==> src/clnw_pkg.sv <==
package clnw_pkg;

	// Request codes on req_type.
	typedef enum logic [2:0] {
		REQ_CMD    = 3'd0,
		REQ_CHAR   = 3'd1,
		REQ_CURSOR = 3'd2,
		REQ_CLEAR  = 3'd3,
		REQ_INIT   = 3'd4
	} req_e_t;

	// Bus phases of one byte.
	typedef enum logic [1:0] {
		PH_E_HOLD = 2'd0,
		PH_HI     = 2'd1,
		PH_E_HI   = 2'd2,
		PH_LO     = 2'd3
	} phase_t;

	// Display command bytes.
	localparam logic [7:0] CMD_CLEAR    = 8'h01;
	localparam logic [7:0] CURSOR_LINE0 = 8'h80;
	localparam logic [7:0] CURSOR_LINE1 = 8'hC0;
	localparam logic [7:0] INIT_HOME    = 8'h02;
	localparam logic [7:0] INIT_FUNC    = 8'h28;
	localparam logic [7:0] INIT_DISPLAY = 8'h0C;

	// Initialization sends four bytes.
	localparam int INIT_LEN = 4;
	localparam int INIT_IW  = $clog2(INIT_LEN);
	localparam logic [INIT_IW-1:0] INIT_LAST = INIT_IW'(INIT_LEN - 1);

	// Queue between front and back.
	localparam int QUEUE_DEPTH = 4;
	localparam int QUEUE_AW    = $clog2(QUEUE_DEPTH);

	// One byte-level job handed from front to back.
	typedef struct packed {
		logic       rs;
		logic       init;
		logic [7:0] byte_val;
	} job_t;

	// Byte of the initialization sequence at a given position.
	function automatic logic [7:0] init_byte(input logic [INIT_IW-1:0] idx);
		logic [7:0] b;
		unique case (idx)
			2'd0:    b = INIT_HOME;
			2'd1:    b = INIT_FUNC;
			2'd2:    b = INIT_DISPLAY;
			default: b = CMD_CLEAR;
		endcase
		return b;
	endfunction

endpackage

==> src/clnw_front.sv <==
module clnw_front (
	input  logic                 push,
	input  logic [2:0]           req_type,
	input  logic [7:0]           data_byte,
	input  logic                 row_select,
	input  logic [5:0]           column,
	input  logic                 q_full,
	output logic                 q_wr,
	output clnw_pkg::job_t       q_job
);

	logic kind_ok;

	// Classify the request into a job for the back end.
	always_comb begin
		kind_ok        = 1'b1;
		q_job.rs       = 1'b0;
		q_job.init     = 1'b0;
		q_job.byte_val = data_byte;
		unique case (req_type)
			clnw_pkg::REQ_CMD: begin
				q_job.byte_val = data_byte;
			end
			clnw_pkg::REQ_CHAR: begin
				q_job.rs       = 1'b1;
				q_job.byte_val = data_byte;
			end
			clnw_pkg::REQ_CURSOR: begin
				// The column never carries past the line base, so the sum fits.
				q_job.byte_val = (row_select ? clnw_pkg::CURSOR_LINE1 : clnw_pkg::CURSOR_LINE0)
				                 + {2'b00, column};
			end
			clnw_pkg::REQ_CLEAR: begin
				q_job.byte_val = clnw_pkg::CMD_CLEAR;
			end
			clnw_pkg::REQ_INIT: begin
				q_job.init     = 1'b1;
				q_job.byte_val = clnw_pkg::CMD_CLEAR;
			end
			default: begin
				kind_ok = 1'b0;
			end
		endcase
	end

	// Unused request codes are taken and dropped.
	assign q_wr = push && !q_full && kind_ok;

endmodule

==> src/clnw_queue.sv <==
module clnw_queue (
	input  logic           clk,
	input  logic           arst_n,
	input  logic           wr_en,
	input  clnw_pkg::job_t wr_data,
	output logic           full,
	input  logic           rd_en,
	output clnw_pkg::job_t rd_data,
	output logic           empty
);

	clnw_pkg::job_t                  mem [clnw_pkg::QUEUE_DEPTH];
	logic [clnw_pkg::QUEUE_AW-1:0]   wr_ptr_q;
	logic [clnw_pkg::QUEUE_AW-1:0]   rd_ptr_q;
	logic [clnw_pkg::QUEUE_AW:0]     count_q;

	assign full    = (count_q == (clnw_pkg::QUEUE_AW+1)'(clnw_pkg::QUEUE_DEPTH));
	assign empty   = (count_q == '0);
	assign rd_data = mem[rd_ptr_q];

	// Storage is written at the tail.
	always_ff @(posedge clk) begin
		if (wr_en) begin
			mem[wr_ptr_q] <= wr_data;
		end
	end

	// Pointers and fill count.
	always_ff @(posedge clk or negedge arst_n) begin
		if (!arst_n) begin
			wr_ptr_q <= '0;
			rd_ptr_q <= '0;
			count_q  <= '0;
		end else begin
			if (wr_en) begin
				wr_ptr_q <= wr_ptr_q + 1'b1;
			end
			if (rd_en) begin
				rd_ptr_q <= rd_ptr_q + 1'b1;
			end
			if (wr_en && !rd_en) begin
				count_q <= count_q + 1'b1;
			end else if (rd_en && !wr_en) begin
				count_q <= count_q - 1'b1;
			end
		end
	end

endmodule

==> src/clnw_back.sv <==
module clnw_back (
	input  logic           clk,
	input  logic           arst_n,
	input  logic           q_empty,
	input  clnw_pkg::job_t q_job,
	output logic           q_rd,
	input  logic           pop,
	output logic           empty,
	output logic           reg_select,
	output logic           read_write,
	output logic           enable,
	output logic [3:0]     data_nibble,
	output logic           last
);

	clnw_pkg::phase_t               phase_q;
	clnw_pkg::phase_t               phase_next;
	logic [clnw_pkg::INIT_IW-1:0]   idx_q;
	logic [3:0]                     held_q;
	logic                           out_valid_q;
	logic                           rs_q;
	logic                           en_q;
	logic [3:0]                     nib_q;
	logic                           last_q;

	logic                           advance;
	logic [7:0]                     cur_byte;
	logic                           last_byte;
	logic                           ph_en;
	logic [3:0]                     ph_nib;
	logic                           ph_last;

	// A phase is produced whenever a job waits and the output slot frees up.
	assign advance   = !q_empty && (!out_valid_q || pop);
	assign cur_byte  = q_job.init ? clnw_pkg::init_byte(idx_q) : q_job.byte_val;
	assign last_byte = !q_job.init || (idx_q == clnw_pkg::INIT_LAST);
	assign q_rd      = advance && (phase_q == clnw_pkg::PH_LO) && last_byte;

	// Phase sequencer: next phase and the bus values of the current one.
	always_comb begin
		phase_next = phase_q;
		ph_en      = 1'b0;
		ph_nib     = held_q;
		ph_last    = 1'b0;
		unique case (phase_q)
			clnw_pkg::PH_E_HOLD: begin
				ph_en  = 1'b1;
				ph_nib = held_q;
				if (advance) phase_next = clnw_pkg::PH_HI;
			end
			clnw_pkg::PH_HI: begin
				ph_nib = cur_byte[7:4];
				if (advance) phase_next = clnw_pkg::PH_E_HI;
			end
			clnw_pkg::PH_E_HI: begin
				ph_en  = 1'b1;
				ph_nib = cur_byte[7:4];
				if (advance) phase_next = clnw_pkg::PH_LO;
			end
			clnw_pkg::PH_LO: begin
				ph_nib  = cur_byte[3:0];
				ph_last = last_byte;
				if (advance) phase_next = clnw_pkg::PH_E_HOLD;
			end
			default: begin
				phase_next = clnw_pkg::PH_E_HOLD;
			end
		endcase
	end

	// Sequencer state, init index and the nibble left on the bus.
	always_ff @(posedge clk or negedge arst_n) begin
		if (!arst_n) begin
			phase_q <= clnw_pkg::PH_E_HOLD;
			idx_q   <= '0;
			held_q  <= '0;
		end else begin
			phase_q <= phase_next;
			if (advance && (phase_q == clnw_pkg::PH_LO)) begin
				held_q <= cur_byte[3:0];
				idx_q  <= last_byte ? '0 : idx_q + 1'b1;
			end
		end
	end

	// Output slot valid flag.
	always_ff @(posedge clk or negedge arst_n) begin
		if (!arst_n) begin
			out_valid_q <= 1'b0;
		end else if (advance) begin
			out_valid_q <= 1'b1;
		end else if (pop) begin
			out_valid_q <= 1'b0;
		end
	end

	// Output payload.
	always_ff @(posedge clk) begin
		if (advance) begin
			rs_q   <= q_job.rs;
			en_q   <= ph_en;
			nib_q  <= ph_nib;
			last_q <= ph_last;
		end
	end

	assign empty       = !out_valid_q;
	assign reg_select  = rs_q;
	assign read_write  = 1'b0;
	assign enable      = en_q;
	assign data_nibble = nib_q;
	assign last        = last_q;

endmodule

==> src/char_lcd_nibble_writer.sv <==
// Channel   Handshake            Payload
// request   push / full          req_type, data_byte, row_select, column
// phase     empty / pop          reg_select, read_write, enable, data_nibble, last
//
// Each byte gives four bus phases, one per cycle while popped, from the back end sequencer;
// initialize gives sixteen, every other request four, unused codes none.
// Requests pass through a four-entry queue, so up to four wait while phases drain.
// The output register frees each cycle it is popped, so phases stream with no gaps.
// Reset clears the queue, the sequencer and the held nibble (zero); no clearing pass.
module char_lcd_nibble_writer (
	input  logic       clk,
	input  logic       arst_n,
	input  logic       push,
	output logic       full,
	input  logic [2:0] req_type,
	input  logic [7:0] data_byte,
	input  logic       row_select,
	input  logic [5:0] column,
	output logic       empty,
	input  logic       pop,
	output logic       reg_select,
	output logic       read_write,
	output logic       enable,
	output logic [3:0] data_nibble,
	output logic       last
);

	logic           q_wr;
	logic           q_rd;
	logic           q_empty;
	clnw_pkg::job_t wr_job;
	clnw_pkg::job_t rd_job;

	// Front end: classify requests into byte jobs.
	clnw_front u_front (
		.push       (push),
		.req_type   (req_type),
		.data_byte  (data_byte),
		.row_select (row_select),
		.column     (column),
		.q_full     (full),
		.q_wr       (q_wr),
		.q_job      (wr_job)
	);

	// Job queue between front and back.
	clnw_queue u_queue (
		.clk     (clk),
		.arst_n  (arst_n),
		.wr_en   (q_wr),
		.wr_data (wr_job),
		.full    (full),
		.rd_en   (q_rd),
		.rd_data (rd_job),
		.empty   (q_empty)
	);

	// Back end: emit bus phases.
	clnw_back u_back (
		.clk         (clk),
		.arst_n      (arst_n),
		.q_empty     (q_empty),
		.q_job       (rd_job),
		.q_rd        (q_rd),
		.pop         (pop),
		.empty       (empty),
		.reg_select  (reg_select),
		.read_write  (read_write),
		.enable      (enable),
		.data_nibble (data_nibble),
		.last        (last)
	);

endmodule

==> config.mk <==
export PLATFORM = sky130hd
export DESIGN_NAME = char_lcd_nibble_writer
export DESIGN_NICKNAME = d
export VERILOG_FILES = /design/src/clnw_pkg.sv /design/src/clnw_front.sv /design/src/clnw_queue.sv /design/src/clnw_back.sv /design/src/char_lcd_nibble_writer.sv
export SDC_FILE = /design/constraint.sdc
export NUM_CORES = 1
export LEC_CHECK = 0
export BUFFER_PORTS_ARGS = -buffer_cell sky130_fd_sc_hd__buf_4
export CAP_MARGIN = 20
export CORE_UTILIZATION = 30
export CTS_BUF_LIST = sky130_fd_sc_hd__clkbuf_4 sky130_fd_sc_hd__clkbuf_8 sky130_fd_sc_hd__clkbuf_16
export CTS_CLUSTER_SIZE = 30
export DETAILED_ROUTE_END_ITERATION = 7
export GPL_TIMING_DRIVEN = 0
export REMOVE_ABC_BUFFERS = 1
export SLEW_MARGIN = 20
export SYNTH_ARGS = -nofsm -noshare
export SYNTH_HDL_FRONTEND = slang
export SYNTH_SLANG_ARGS = --single-unit
==> constraint.sdc <==
create_clock -name clk -period 2.45 [get_ports clk]
set_input_delay 0.245 -clock clk [delete_from_list [all_inputs] [get_ports clk]]
set_output_delay 0.245 -clock clk [all_outputs]
set_load 0.02 [all_outputs]
==> impl_metrics.py <==
metrics = {
    "setup_path": {
        "arrival_ns": 2.58,
        "cp_slowest_cell": "mux4_2",
        "slowest_delay_ns": 0.58,
        "r2r_slack_ns": 0.1,
        "path_depth": 7,
        "timing.critical_path.to": "u_queue.count_q[1]",
        "crit_type": "register to register",
        "worstSetupStartpointType": "register",
        "reg2reg_from": "u_queue.rd_ptr_q[0]",
        "rr_endpoint": "u_queue.count_q[1]",
        "setup.worst_path.start": "u_queue.rd_ptr_q[0]",
        "required_ns": 2.68,
        "crit_chain": "mux4_2 > nand2b_4 > nand3_2 > ha_2 > inv_1 > fa_1 > mux2_2",
        "cp-end-kind": "register",
        "crit_family": "multiplexers",
        "cp.buffers_inverters": 1,
        "rr_worst_depth": 7,
        "cp_max_fo": 5,
    },
    "sta": {
        "hold_violations": 0,
        "holdWs_ns": 0.189,
        "finalMaxSlewViolations": 0,
        "relSlewSlack": 0.401,
        "finalCritPeriodShare": 0.960,
        "min_period_ns": 2.35,
        "rsz0062_at_grt": "no",
        "setup_viol": 0,
        "fin_skew_ns": 0.00683,
        "tightest_slew_ns": 0.897,
        "max_freq_ghz": 0.425,
    },
    "power": {
        "power_density_nw_per_um2": 1190,
        "p_total_uw": 4140,
        "vdd_drop_max_v": 0.000374,
        "leakage_uw": 0.00135,
    },
    "floorplan": {
        "die_w_um": 99.4,
        "dieArea_um2": 9880,
        "coreArea_um2": 9200,
        "die_height_um": 99.4,
        "pin_count": 32,
        "row_count": 35,
        "initial_core_util": 0.310,
    },
    "synth": {
        "seq_area_frac_synth": 0.636,
        "synth_warnings": 0,
        "mappedNetlistArea_um2": 2850,
        "synth_top_area_cell": "edfxtp_1",
        "ys_types": 35,
        "synth_ff_type": "edfxtp_1",
        "netlist_instances": 182,
        "synth_top_area_frac": 0.496,
        "synth_area_per_cell_um2": 15.6,
        "ys_ff_latch": 63,
        "yosys-top-cells-count": "edfxtp_1, dfrtp_1, ha_1, inv_1, mux4_2",
        "ys_top_cells_by_area": "edfxtp_1, dfrtp_1, mux4_2, ha_1, mux2_2",
        "synth_most_common_cell": "edfxtp_1",
        "synth_edf_count": 47,
        "async_flop_share": 0.254,
    },
    "clocking": {
        "cts_sinks": 63,
        "clk-insertion-delay-late_ns": 0.34,
        "clk_pin_slew_ns": 0.08,
        "cts_max_path_buffers": 2,
        "htree_levels": 3,
        "clock-root-buffer": "clkbuf_8",
        "cts_inserted_buffers": 9,
        "tritoncts": "yes",
    },
    "hold_path": {
        "hp-class": "primary input to register",
        "min_from": "pop",
    },
    "global_routing": {
        "grt_max_degree": 17,
        "antenna_found_initial": 0,
        "grt_pass1_vias": 1464,
        "grt_overflow": 0,
        "track_usage": 0.108,
        "grt_pass1_wl_um": 7830,
    },
    "routing": {
        "drt_iter0_drc": 63,
        "vias": 1571,
        "drt-total-wl_um": 4970,
        "wl_per_cell_um": 14.8,
        "antenna_left": 0,
        "remaining_drc_errors": 0,
        "avgViaCountPerCell": 4.68,
        "drt_first_pass_iters": 4,
    },
    "cells_and_area": {
        "antenna_cells": 0,
        "drive_gt1_frac": 0.338,
        "area_growth_pct": 22.5,
        "final_net_count": 257,
        "final_cells": 336,
    },
    "place": {
        "io_buffer_count": 30,
        "place.gp.congestion": 0.685,
        "place_inst": 317,
        "dp_hpwl_um": 3360,
    },
    "outcome": {
        "run_status": "completed",
    },
    "flow_run": {
        "cap_violations": 0,
    },
}
timing repair:
action                                 in CTS  in global routing
endpoints found under the hold margin      16                  0
gates resized for setup                     6                  3
setup endpoints to repair                   5                  2
setup buffers                               2                  0
hold buffers                                1                  0
placed cells by master, fill, tap and decap left out, types with 4 or more instances in the layout:
master    count
edfxtp_1     47
buf_4        32
dfrtp_1      14
inv_1        13
ha_1         13
mux4_2       10
o21ai_0       9
clkbuf_8      9
mux2_2        8
a22o_1        6
nand2_1       6
and2_1        5
nor3b_1       4
xnor2_1       4
nor2_1        4
cells by family after synthesis:
family | Yosys count | synth area share
simple gates | 31 | 0.0607
fa+ha+maj | 15 | 0.0686
compound gates | 28 | 0.0686
xor+xnor | 6 | 0.0185
flops | 63 | 0.636
other cells | 1 | 0.00132
mux | 19 | 0.116
buf+inv | 19 | 0.0299
metal layers:
| metal | track usage | vias up | share of wire |
|---|---|---|---|
| li1 | - | 763 | - |
| met1 | 0.141 | 759 | 0.47 |
| met2 | 0.170 | 45 | 0.48 |
| met3 | 0.0358 | 4 | 0.039 |
| met4 | 0.0373 | 0 | 0.0062 |
| met5 | 0 | - | 0 |
worst min path at each step:
stage | end | slack [ns] | depth (start not counted)
after CTS | u_back.out_valid_q | 0.17 | 3
final | u_back.out_valid_q | 0.19 | 3
after global routing | u_back.out_valid_q | 0.21 | 3
after global placement | u_back.idx_q[0] | 0.12 | 1
after detailed placement | u_back.idx_q[0] | 0.12 | 1
after floorplan | u_back.held_q[0] | -0.05 | 0
state kept, by name (all words and copies together) (netlist names):
signal / count
u_back.idx_q: 2
u_queue.count_q: 3
u_back.reg_select: 1
u_queue.rd_ptr_q: 2
u_back.data_nibble: 4
u_back.phase_q: 2
u_back.enable: 1
u_back.last: 1
u_queue.mem: 40
u_back.held_q: 4
u_queue.wr_ptr_q: 2
u_back.out_valid_q: 1
report_power, final:
group | switching [µW] | internal [µW]
combinational | 715 | 652
sequential | 175 | 1470
clock | 434 | 691
total | 1320 | 2810
final cells by class:
type / instances / area (µm²)
multi-input cells: 100 / 981
inverters: 13 / 48.8
repair buffers: 33 / 250
flip-flops and latches: 63 / 1820
fillers: 865 / 5710
clock inverters: 7 / 128
clock buffers: 9 / 124
well taps: 111 / 139
worst register-to-register path, delay by kind of cell (launching register included):
| family | cells | cell delay [ns] |
|---|---|---|
| adder cells (fa/ha/maj) | 2 | 0.64 |
| buffers and inverters | 1 | 0.07 |
| AND/OR/NAND/NOR | 2 | 0.26 |
| multiplexers | 2 | 0.85 |
| flip-flops | 1 | 0.44 |
per-stage QoR:
| step | setup WS [ns] | util | instance area, µm² | setup TNS, ns |
|---|---|---|---|---|
| floorplan | -0.262 | - | 2810 | -0.360 |
| global placement | -0.715 | 0.345 | 3170 | -1.54 |
| detailed placement | -0.707 | 0.345 | 3170 | -1.57 |
| CTS | 0.0348 | 0.378 | 3470 | 0 |
| global route | 0.0210 | 0.379 | 3490 | 0 |
| finish | 0.0971 | 0.379 | 3490 | 0 |
No activity file was read; power rests on OpenSTA's default activity.
